### config.mk
export PLATFORM = sky130hd
export DESIGN_NAME = crc16_packet_trailer
export DESIGN_NICKNAME = d
export VERILOG_FILES = /design/src/crct_pkg.sv /design/src/crct_fold.sv /design/src/crc16_packet_trailer.sv
export SDC_FILE = /design/constraint.sdc
export NUM_CORES = 1
export LEC_CHECK = 0
export ABC_AREA = 1
export BUFFER_PORTS_ARGS = -buffer_cell sky130_fd_sc_hd__buf_2
export CAP_MARGIN = 25
export CORE_MARGIN = 5
export CORE_UTILIZATION = 64
export CTS_CLUSTER_DIAMETER = 80
export DETAILED_ROUTE_END_ITERATION = 8
export GPL_TIMING_DRIVEN = 0
export PLACE_DENSITY_LB_ADDON = 0.2
export SYNTH_ARGS = -nofsm -noshare
export SYNTH_HDL_FRONTEND = slang
export SYNTH_SLANG_ARGS = --single-unit
### constraint.sdc
create_clock -name clock -period 6.15 [get_ports clock]
set_clock_uncertainty 0.2 [all_clocks]
set_input_delay 0.9225 -clock clock [delete_from_list [all_inputs] [get_ports clock]]
set_output_delay 0.9225 -clock clock [all_outputs]
set_load 0.005 [all_outputs]
### src/crct_pkg.sv
// crct_pkg: shared widths, nibble table and fold function for the crc16 trailer block
// no dependencies; imported by crct_fold and crc16_packet_trailer
package crct_pkg;

   localparam int REQ_DATA_W = 8;
   localparam int REQ_USER_W = 2;
   localparam int RSP_DATA_W = 24;
   localparam int RSP_USER_W = 1;
   localparam int CRC_W      = 16;
   localparam int LEN_W      = 8;

   // tuser bit positions on the request side
   localparam int REQ_USER_FIRST   = 0;
   localparam int REQ_USER_ALIGNED = 1;

   localparam logic STATUS_OK      = 1'b0;
   localparam logic STATUS_BAD_LEN = 1'b1;

   localparam logic [LEN_W-1:0] MIN_LEN = 8'd2;

   typedef logic [CRC_W-1:0] crc_type;
   typedef logic [LEN_W-1:0] len_type;

   // crc-16/arc remainder of one nibble, reflected poly 0xa001
   localparam crc_type NIB_TAB [16] = '{
      16'h0000, 16'hCC01, 16'hD801, 16'h1400, 16'hF001, 16'h3C00, 16'h2800, 16'hE401,
      16'hA001, 16'h6C00, 16'h7800, 16'hB401, 16'h5000, 16'h9C01, 16'h8801, 16'h4400
   };

   function automatic crc_type fold_nibble(crc_type crc, logic [3:0] nib);
      crc_type shifted;
      shifted = {4'h0, crc[CRC_W-1:4]};
      return shifted ^ NIB_TAB[crc[3:0]] ^ NIB_TAB[nib];
   endfunction

endpackage

### src/crct_fold.sv
// crct_fold: folds one byte into a crc-16/arc remainder, low nibble first
// depends on crct_pkg for the nibble table
module crct_fold (
   input  crct_pkg::crc_type crc_in,
   input  logic [7:0]        byte_in,
   output crct_pkg::crc_type crc_out
);
   import crct_pkg::*;

   crc_type crc_mid;

   assign crc_mid = fold_nibble(crc_in, byte_in[3:0]);
   assign crc_out = fold_nibble(crc_mid, byte_in[7:4]);

endmodule

### src/crc16_packet_trailer.sv
// crc16_packet_trailer: crc-16/arc trailer value and offset for length-prefixed packets
// depends on crct_pkg and crct_fold
//
//  channel | dir | tdata (low bit up)                      | tuser (low bit up)
//  req_    | in  | data_byte[7:0]                          | first_of_packet, aligned
//  rsp_    | out | crc_value[15:0], crc_offset[7:0]        | status
//
// one byte per cycle sustained while the result register is free or taken; a byte goes
// input register -> fold/length logic -> result register, so a result is valid once the
// beat that ends the covered part has passed through both registers
// reset clears the packet state and the valid flags of both register stages
// a held result that is not taken stalls the byte in the input register, result or not
// bytes outside a packet (crc and pad bytes) are dropped and produce no result
module crc16_packet_trailer (
   input  logic                              clock,
   input  logic                              reset,
   input  logic                              req_tvalid,
   output logic                              req_tready,
   input  logic [crct_pkg::REQ_DATA_W-1:0]   req_tdata,  // data_byte[7:0]
   input  logic [crct_pkg::REQ_USER_W-1:0]   req_tuser,  // first_of_packet, aligned
   output logic                              rsp_tvalid,
   input  logic                              rsp_tready,
   output logic [crct_pkg::RSP_DATA_W-1:0]   rsp_tdata,  // crc_value[15:0], crc_offset[7:0]
   output logic [crct_pkg::RSP_USER_W-1:0]   rsp_tuser   // status
);
   import crct_pkg::*;

   // input register
   logic       in_valid_ff, in_valid_in;
   logic [7:0] in_byte_ff;
   logic       in_first_ff;
   logic       in_aligned_ff;

   // packet state
   crc_type crc_acc_ff, crc_acc_in;
   len_type bytes_left_ff, bytes_left_in;
   len_type covered_len_ff, covered_len_in;
   logic    pad_flag_ff, pad_flag_in;
   logic    in_packet_ff, in_packet_in;

   // result register
   logic    rsp_valid_ff, rsp_valid_in;
   crc_type rsp_crc_ff;
   len_type rsp_off_ff;
   logic    rsp_status_ff;

   logic    req_beat, out_free, advance;
   crc_type fold_src, fold_res;
   logic    emit, emit_err;
   crc_type emit_crc;
   len_type emit_off;
   len_type len_m2;

   assign out_free   = !rsp_valid_ff || rsp_tready;
   assign advance    = in_valid_ff && out_free;
   assign req_tready = !in_valid_ff || out_free;
   assign req_beat   = req_tvalid && req_tready;

   assign fold_src = in_first_ff ? '0 : crc_acc_ff;

   crct_fold u_fold (
      .crc_in  (fold_src),
      .byte_in (in_byte_ff),
      .crc_out (fold_res)
   );

   assign len_m2 = in_byte_ff - MIN_LEN;

   always_comb begin
      crc_acc_in     = crc_acc_ff;
      bytes_left_in  = bytes_left_ff;
      covered_len_in = covered_len_ff;
      pad_flag_in    = pad_flag_ff;
      in_packet_in   = in_packet_ff;
      emit           = 1'b0;
      emit_err       = 1'b0;
      if (advance) begin
         if (in_first_ff) begin
            pad_flag_in = in_aligned_ff;
            if (in_byte_ff < MIN_LEN) begin
               crc_acc_in     = '0;
               covered_len_in = '0;
               bytes_left_in  = '0;
               in_packet_in   = 1'b0;
               emit           = 1'b1;
               emit_err       = 1'b1;
            end else if (len_m2 == '0) begin
               // nothing covered, answer at once
               crc_acc_in     = '0;
               covered_len_in = '0;
               bytes_left_in  = '0;
               in_packet_in   = 1'b0;
               emit           = 1'b1;
            end else begin
               crc_acc_in     = fold_res;
               covered_len_in = len_m2;
               bytes_left_in  = len_m2 - 8'd1;
               in_packet_in   = (len_m2 != 8'd1);
               emit           = (len_m2 == 8'd1);
            end
         end else if (in_packet_ff) begin
            crc_acc_in    = fold_res;
            bytes_left_in = (bytes_left_ff != '0) ? bytes_left_ff - 8'd1 : '0;
            if (bytes_left_in == '0) begin
               in_packet_in = 1'b0;
               emit         = 1'b1;
            end
         end
      end
   end

   // offset is the covered length, rounded up to even when padding
   assign emit_crc = emit_err ? '0 : crc_acc_in;
   assign emit_off = emit_err ? '0 : covered_len_in + {7'd0, pad_flag_in & covered_len_in[0]};

   always_comb begin
      priority if (advance) begin
         rsp_valid_in = emit;
      end else if (rsp_tready) begin
         rsp_valid_in = 1'b0;
      end else begin
         rsp_valid_in = rsp_valid_ff;
      end
   end

   always_comb begin
      priority if (req_beat) begin
         in_valid_in = 1'b1;
      end else if (advance) begin
         in_valid_in = 1'b0;
      end else begin
         in_valid_in = in_valid_ff;
      end
   end

   always_ff @(posedge clock) begin
      if (reset) begin
         in_valid_ff    <= 1'b0;
         rsp_valid_ff   <= 1'b0;
         crc_acc_ff     <= '0;
         bytes_left_ff  <= '0;
         covered_len_ff <= '0;
         pad_flag_ff    <= 1'b0;
         in_packet_ff   <= 1'b0;
      end else begin
         in_valid_ff    <= in_valid_in;
         rsp_valid_ff   <= rsp_valid_in;
         crc_acc_ff     <= crc_acc_in;
         bytes_left_ff  <= bytes_left_in;
         covered_len_ff <= covered_len_in;
         pad_flag_ff    <= pad_flag_in;
         in_packet_ff   <= in_packet_in;
      end
   end

   always_ff @(posedge clock) begin
      if (req_beat) begin
         in_byte_ff    <= req_tdata[7:0];
         in_first_ff   <= req_tuser[REQ_USER_FIRST];
         in_aligned_ff <= req_tuser[REQ_USER_ALIGNED];
      end
      if (advance && emit) begin
         rsp_crc_ff    <= emit_crc;
         rsp_off_ff    <= emit_off;
         rsp_status_ff <= emit_err ? STATUS_BAD_LEN : STATUS_OK;
      end
   end

   assign rsp_tvalid = rsp_valid_ff;
   assign rsp_tdata  = {rsp_off_ff, rsp_crc_ff};
   assign rsp_tuser  = rsp_status_ff;

   a_idle_no_count : assert property (@(posedge clock) disable iff (reset)
      !in_packet_ff |-> bytes_left_ff == '0)
      else $error("bytes_left nonzero outside a packet");

   a_busy_count : assert property (@(posedge clock) disable iff (reset)
      in_packet_ff |-> (bytes_left_ff != '0) && (bytes_left_ff < covered_len_ff))
      else $error("bytes_left out of range inside a packet");

   a_err_zero : assert property (@(posedge clock) disable iff (reset)
      rsp_valid_ff && (rsp_status_ff == STATUS_BAD_LEN) |-> rsp_tdata == '0)
      else $error("error result carries nonzero crc or offset");

   a_emit_ends_packet : assert property (@(posedge clock) disable iff (reset)
      advance && emit |=> !in_packet_ff && rsp_valid_ff)
      else $error("result issued while packet still open");

endmodule
==> PnR_summary.wiki, run 1 <==
{| class="wikitable"
! Metric !! Value
|-
| Share of synthesized cell area in and, or, nand and nor gates || 23.6%
|-
| Mean instance size in the synthesized netlist || 8.32 um^2
|-
| Post-layout power || 1.10 mW
|-
| Fillers || 460
|-
| Synth Instances || 478
|-
| Number of unique standard cell types used by synthesis || 39
|-
| Violation count after the first detailed-routing iteration || 305
|-
| Critical Path End Type || flop
|-
| Worst slew slack as a fraction of its limit || 54.9%
|-
| Post-place instance area || 4270 um^2
|-
| Final standard cell utilization of the core || 75.1%
|-
| Minimum clock period || 3.33 ns
|-
| Register-to-register setup slack || 2.82 ns
|-
| Placer Congestion || about 0.93
|-
| Clock tree from TritonCTS || built
|-
| Post-DP HPWL || 6.76 mm
|-
| Main synth FF type || sky130_fd_sc_hd__dfxtp_1
|-
| IO buf count || 39
|-
| Final Hold Vio Count || 0
|-
| Crit path required time || between 6 and 7 ns
|-
| Share of synthesized cell area in full adder, half adder and majority cells || under 10%
|-
| Worst Reg-to-Reg Cells || 13
|-
| Top-level I/O count || 41
|-
| Clock H-tree levels || 3
|-
| Post-synthesis sequential area ratio || ~45%
|-
| Average detailed-routed wire length per instance || 15.3 um
|-
| Vias in the first global route || 3,161
|-
| Share of the cycle needed by the critical path after routing || a little over half
|-
| Number of nets in the layout || 557
|-
| Total Die Area || about 7900 um^2
|-
| Buffers from clock root to sink, at most || 2
|-
| Hold-fix buffers, CTS || 0
|-
| Wire length the detailed router placed on met1 || 3.90 mm
|-
| Post-Synth XOR/XNOR Area || under 10%
|-
| Startpoint of the worst-slack reg-to-reg timing path || in_byte_ff[2]
|-
| Slew @ Worst Pin || 0.674 ns
|-
| Most common library cell in the layout ignoring fill and taps || sky130_fd_sc_hd__nand2_1
|-
| Post-synthesis register bit count || 71
|-
| Area of the mapped netlist || between 3000 and 4000 um^2
|-
| Placeable core area || 5990 um^2
|-
| Max-capacitance violation count || 0
|-
| Initial Utilization || 66.4%
|-
| Number of cell rows || 28
|-
| Power Dens Cells || 244 nW/um^2
|-
| Die width || 88.8 um
|-
| Endpoint of the lowest-slack register-to-register path || rsp_off_ff[6]
|-
| Setup tns final || 0 ns
|-
| Initial DRT Pass Iterations || 6
|-
| Critical Path Start || in_byte_ff[2]
|-
| CTS Root Buffer Type || sky130_fd_sc_hd__clkbuf_8
|-
| Design Area, Final || 4500 um^2
|-
| Clock insertion delay at the later pin of the skew report || 0.36 ns
|-
| Endpoints failing setup || 0
|-
| Antenna-violating nets left || 0
|-
| Startpoint type of the worst setup path || flop
|-
| Die Span Y || 88.8 um
|-
| Met3 Routed Length || 811 um
|-
| Number of antenna violations at the first check in global routing || 0
|-
| Share of final-layout standard cells stronger than drive strength 1 || 17.4%
|-
| FMAX || 300 MHz
|-
| EDFF count, synth || 35
|-
| Area taken by multi-input logic gates || 1870 um^2
|-
| Number of pins exceeding their max-slew limit in the final report || 0
|-
| Kind of path behind the tightest hold check || reg -> reg
|-
| Hold Slack || approximately 0.3 ns
|-
| Vias per Instance || 5.58
|-
| Total vias in the final route || 3,401
|-
| Largest family of logic cells by synthesized area || simple AND/OR/NAND/NOR gates
|-
| Max Fanout on Critical Path || 19
|-
| Ys async rst share || 0%
|-
| Total clock buffers created by CTS || 9
|-
| CP Capture Point || rsp_off_ff[6]
|-
| Total routing usage reported by global routing || about a quarter
|-
| Compound-gate portion of the synthesized area || a little under an eighth
|-
| Syn Nets || 506
|-
| Reported leakage power || 1.95 nW
|-
| Pin count of the biggest net entering global routing || 26
|-
| Number of inserted diodes || 0
|-
| CP Data Arrival Time || 3.19 ns
|-
| Number of gates resized after cts || 0
|-
| Global route overflow || 0
|-
| Multiplexer share of the synthesized area || 0%
|-
| Layout overhead on the synthesized area || 13.1%
|-
| Global-route wire length before repair || 15.0 mm
|-
| Worst IR Drop VDD || 312 uV
|-
| Outcome || completed
|-
| Critical path start-end classification || reg -> reg
|-
| CTS clock-pin slew for the worst setup and hold paths || 0.08 ns
|-
| Routed wl met2 || 4.24 mm
|-
| Drt total wl || around 9.3 mm
|-
| Unrepaired setup endpoints after global routing || false
|-
| Top library cells by usage in the layout, fill and taps aside || sky130_fd_sc_hd__nand2_1, sky130_fd_sc_hd__inv_1, sky130_fd_sc_hd__buf_2
|-
| DRC violations left || 0
|-
| Sequential cell area || roughly 1800 um^2
|-
| Number of setup buffers added after CTS || 0
|-
| Number of sinks handled by clock tree synthesis || 71
|-
| Yosys warning total || 0
|-
| Highest metal layer with signal wires || met4
|}
==> stage by stage <==
| step | cells | setup slack, ns |
|---|---|---|
| floorplan | 478 | 3.19 |
| global route | 609 | 2.69 |
| detailed placement | 592 | 2.34 |
| global placement | 592 | 2.42 |
| finish | 609 | 2.82 |
| CTS | 608 | 2.47 |
==> worst min path at each step <==
stage                   startpoint        endpoint  slack (ns)  cells past startpoint
finish               crc_acc_ff[8]   crc_acc_ff[8]        0.30                      2
global route         crc_acc_ff[9]   crc_acc_ff[9]        0.32                      2
CTS                  crc_acc_ff[8]   crc_acc_ff[8]        0.30                      2
detailed placement   crc_acc_ff[8]   crc_acc_ff[8]        0.29                      2
global placement    crc_acc_ff[13]  crc_acc_ff[13]        0.28                      2
floorplan           crc_acc_ff[10]  crc_acc_ff[10]        0.27                      2
==> power by group <==
part	switching [mW]	internal [mW]	leakage [nW]
logic	0.121	0.0611	1.22
registers	0.0116	0.514	0.626
clock network	0.184	0.209	0.103
total	0.316	0.784	1.95
==> cells by family (layout without fill, tap and decap cells) <==
family / count (synthesis) / after routing
xor+xnor: 29 / 29
compound gates: 79 / 79
simple gates: 199 / 199
flops: 71 / 71
fa+ha+maj: 14 / 14
buf+inv: 86 / 142
==> layer usage <==
| layer | vias up | track usage [%] |
|---|---|---|
| li1 | 1657 | - |
| met1 | 1554 | 33.6 |
| met2 | 156 | 39.3 |
| met3 | 34 | 6.15 |
| met4 | 0 | 10.4 |
| met5 | - | 0 |
==> worst max-delay path, stage by stage (launching register included) <==
cell and delay [ns]:
sky130_fd_sc_hd__edfxtp_1 0.43, sky130_fd_sc_hd__inv_1 0.19, sky130_fd_sc_hd__ha_1 0.20, sky130_fd_sc_hd__nand2_2 0.08, sky130_fd_sc_hd__nand2_1 0.08, sky130_fd_sc_hd__nand2_1 0.07
sky130_fd_sc_hd__xor2_1 0.54, sky130_fd_sc_hd__nand3_4 0.19, sky130_fd_sc_hd__nand2_4 0.17, sky130_fd_sc_hd__nor2_8 0.07, sky130_fd_sc_hd__o21ai_2 0.06, sky130_fd_sc_hd__nand3_1 0.16
sky130_fd_sc_hd__inv_1 0.36, sky130_fd_sc_hd__buf_16 0.22
==> final cells by class <==
type                    instances  area share, %
repair buffers                 40           4.95
flip-flops and latches         71           39.4
clock buffers                  11           3.36
inverters                      76           6.39
clock inverters                 5           1.22
plain buffers                  10           1.17
well taps                      75           2.09
multi-input cells             321           41.5
==> state kept, by name (all words and copies together) (netlist names) <==
register        cells
covered_len_ff      8
in_packet_ff        1
in_first_ff         1
rsp_tvalid          1
rsp_tuser           1
in_byte_ff          8
in_valid_ff         1
crc_acc_ff         16
pad_flag_ff         1
bytes_left_ff       8
in_aligned_ff       1
rsp_off_ff          8
rsp_crc_ff         16
==> cell usage after synthesis (6+ instances only) <==
library cell               number  area share (%)
sky130_fd_sc_hd__nand2_1      105             9.9
sky130_fd_sc_hd__inv_1         69             6.5
sky130_fd_sc_hd__dfxtp_1       36              18
sky130_fd_sc_hd__edfxtp_1      35              26
sky130_fd_sc_hd__nor2_1        34             3.2
sky130_fd_sc_hd__o21ai_0       32             4.0
sky130_fd_sc_hd__nand3_1       31             3.9
sky130_fd_sc_hd__a21oi_1       24             3.0
sky130_fd_sc_hd__xor2_1        20             4.4
sky130_fd_sc_hd__ha_1          14             4.4
sky130_fd_sc_hd__o22ai_1       10             1.6
sky130_fd_sc_hd__clkbuf_1       8            0.75
sky130_fd_sc_hd__nand2_2        6            0.94
(Power assumes the default switching activity.)
==> run 2, diff against run 1 <==
- CORE_UTILIZATION: 64 -> 53
- clock period: 6.15 -> 2.7 ns (I/O delays scaled with it)
==> run 2 against run 1 <==
The run now ends with negative setup slack left. Register-to-register slack worse by 2.9 ns. Routed wire length increased by 9.0%. Sequential power is 130% higher. First-iteration DRC count fell by 16%. Count of clock-buffer cells in the layout decreased by 2. Global-route usage is 4.9 points lower. Hold slack worse by 0.29 ns. Combinational power rose to 2.7 times the previous value. Flip-flop and latch count did not move. Clock power up 120%. Power is 130% higher. Largest cell class unchanged. Largest power group unchanged.
==> PnR_summary.wiki, run 2 (same netlist as run 1, synthesis figures left out) <==
{| class="wikitable"
! Metric !! Value
|-
| Outcome || finished, violations left
|-
| Failing checks || negative setup slack
|-
| Vias per Instance || 5.31
|-
| Clock tree from TritonCTS || built
|-
| Total routing usage reported by global routing || 20.4%
|-
| Number of nets in the layout || 592
|-
| Initial DRT Pass Iterations || 5
|-
| Final standard cell utilization of the core || about two thirds
|-
| Reported leakage power || 2.16 nW
|-
| Buffers from clock root to sink, at most || 2
|-
| Instance count after placement with tap cells included || between 600 and 700
|-
| Post-place instance area || 4300 um^2
|-
| Die width || 96.6 um
|-
| Violation count after the first detailed-routing iteration || between 200 and 300
|-
| Total vias in the final route || 3,547
|-
| Sw power || 0.771 mW
|-
| Drt total wl || 10.1 mm
|-
| Number of antenna violations at the first check in global routing || 0
|-
| Top-level I/O count || just over 40
|-
| DRC violations left || 0
|-
| Minimum clock period || about 2.8 ns
|-
| Setup tns final || -1.18 ns
|-
| Total clock buffers created by CTS || 9
|-
| Clock insertion delay at the later pin of the skew report || 0.37 ns
|-
| Startpoint type of the worst setup path || flop
|-
| Flop pwr share || 46.6%
|-
| Max-capacitance violation count || 0
|-
| Number of cell rows || 31
|-
| Total Die Area || between 9000 and 10,000 um^2
|-
| Gate power share || a little under a fifth
|-
| Average detailed-routed wire length per instance || about 15 um
|-
| Vias in the first global route || 3,306
|-
| Share of final-layout standard cells stronger than drive strength 1 || between 20% and 30%
|-
| Final Hold Vio Count || 0
|-
| Critical Path End Type || flop
|-
| Post-DP HPWL || 6.66 mm
|-
| Placeable core area || ~7300 um^2
|-
| Share of the cycle needed by the critical path after routing || 103%
|-
| Global route overflow || 0
|-
| Hold Slack || 0.00707 ns
|-
| Die Span Y || 96.6 um
|-
| Crit path required time || 2.63 ns
|-
| Global-route wire length before repair || 15.5 mm
|-
| Worst IR Drop VDD || 267 uV
|-
| Clock H-tree levels || 3
|-
| CP Data Arrival Time || 2.71 ns
|-
| Portion of total power attributed to the clock network || 34.3%
|-
| Kind of path behind the tightest hold check || in -> reg
|-
| FMAX || 359 MHz
|-
| Worst slew slack as a fraction of its limit || a little under three fifths
|-
| Post-layout instance count excluding filler cells || about 670
|-
| CTS Root Buffer Type || sky130_fd_sc_hd__clkbuf_8
|-
| Initial Utilization || roughly 55%
|-
| Top library cells by usage in the layout, fill and taps aside || sky130_fd_sc_hd__nand2_1, sky130_fd_sc_hd__inv_1, sky130_fd_sc_hd__buf_2
|-
| Number of sinks handled by clock tree synthesis || 71
|-
| Max Fanout on Critical Path || 5
|-
| Number of pins exceeding their max-slew limit in the final report || 0
|-
| Switching part of the total power || ~30%
|-
| Antenna-violating nets left || 0
|-
| IO buf count || 39
|-
| Internal power summed over all cells || approximately 1.8 mW
|-
| Design Area, Final || about 5000 um^2
|-
| Endpoints failing setup || 29
|-
| Worst setup slack after layout || -0.0842 ns
|-
| Critical path start-end classification || reg -> reg
|-
| Pin count of the biggest net entering global routing || 15
|-
| Largest registers || crc_acc_ff: 16 flops, rsp_crc_ff: 16 flops
|-
| CTS clock-pin slew for the worst setup and hold paths || roughly 0.09 ns
|-
| Power Dens Cells || 514 nW/um^2
|-
| Most common library cell in the layout ignoring fill and taps || sky130_fd_sc_hd__nand2_1
|-
| Number of inserted diodes || 0
|-
| Unrepaired setup endpoints after global routing || true
|-
| Layout overhead on the synthesized area || 25.4%
|-
| Placer Congestion || 0.902
|-
| Slew @ Worst Pin || about 0.64 ns
|}
==> run 2: cell types whose count changed in the layout (fill, tap and decap cells not counted), moves of 3 or more <==
cell	before	now
sky130_fd_sc_hd__xor2_4	1	4
sky130_fd_sc_hd__buf_4	0	30
sky130_fd_sc_hd__ha_1	14	10
sky130_fd_sc_hd__nand2_4	3	6
sky130_fd_sc_hd__inv_1	69	62
sky130_fd_sc_hd__nand3_1	31	28
sky130_fd_sc_hd__nand2_1	105	101
sky130_fd_sc_hd__ha_4	0	4
sky130_fd_sc_hd__buf_6	2	6
sky130_fd_sc_hd__inv_2	5	12
==> run 2: metrics by stage <==
stage               worst slack (ns)  total power, mW
floorplan                     0.0316             1.52
global placement              -0.467             1.61
detailed placement            -0.506             1.62
CTS                          0.00220             2.52
global route                  -0.197             2.68
finish                       -0.0842             2.56
==> run 2: metal layers <==
metal  global-route usage (%)  part of all wire (%)  vias to the layer above
li1                         -                     -                     1724
met1                     25.3                    40                     1661
met2                     34.3                    49                      131
met3                     4.24                   6.5                       31
met4                     8.32                   4.1                        0
met5                        0                     0                        -
==> run 2: timing repair <==
| item | 4_1_cts | 5_1_grt |
|---|---|---|
| setup buffers | 11 | 24 |
| gates resized for setup | 14 | 28 |
| pin swaps | 2 | 13 |
| endpoints found under the setup margin | 31 | 36 |
| hold buffers | 0 | 0 |
| cloned | 1 | 0 |
==> run 2: final cells by class <==
class                      count  area [um^2]
fill                         552         2310
timing repair buffer          74          485
timing repair inverter         1         7.51
sequential                    71         1770
buffer                        10         52.6
inverter                      76          292
tap                           99          124
clock buffer                   9          124
multi-input combinational    321         2050
clock inverter                 7         80.1
==> run 2: power by group through the flow <==
stage / Sequential, mW / Combinational, mW / Clock [mW]
2_1_floorplan: 1.21 / 0.306 / 0
3_3_place_gp: 1.22 / 0.388 / 0
3_5_place_dp: 1.22 / 0.395 / 0
4_1_cts: 1.20 / 0.426 / 0.892
5_1_grt: 1.20 / 0.540 / 0.940
6_report: 1.19 / 0.489 / 0.880
==> run 2: path summary, 6_finish.rpt <==
kind            startpoint       endpoint  slack (ns)  cells past startpoint
max          in_byte_ff[2]  rsp_off_ff[6]       -0.08                     16
min           req_tdata[0]  in_byte_ff[0]       0.007                      1
max reg2reg  in_byte_ff[2]  rsp_off_ff[6]       -0.08                     16
min reg2reg  crc_acc_ff[9]  crc_acc_ff[9]        0.30                      2
==> run 2: critical path, stage by stage (launching register included) <==
cell and delay [ns]:
sky130_fd_sc_hd__edfxtp_1 0.43, sky130_fd_sc_hd__inv_2 0.16, sky130_fd_sc_hd__ha_4 0.19, sky130_fd_sc_hd__nand3_4 0.12, sky130_fd_sc_hd__xor2_4 0.22, sky130_fd_sc_hd__nand2_2 0.11
sky130_fd_sc_hd__nor2_4 0.05, sky130_fd_sc_hd__nand3_4 0.12, sky130_fd_sc_hd__nand3_2 0.12, sky130_fd_sc_hd__nand2_2 0.11, sky130_fd_sc_hd__nand2_4 0.05, sky130_fd_sc_hd__inv_2 0.06
sky130_fd_sc_hd__ha_4 0.12, sky130_fd_sc_hd__inv_2 0.05, sky130_fd_sc_hd__nor3_4 0.18, sky130_fd_sc_hd__nand3_1 0.11, sky130_fd_sc_hd__xor2_1 0.15
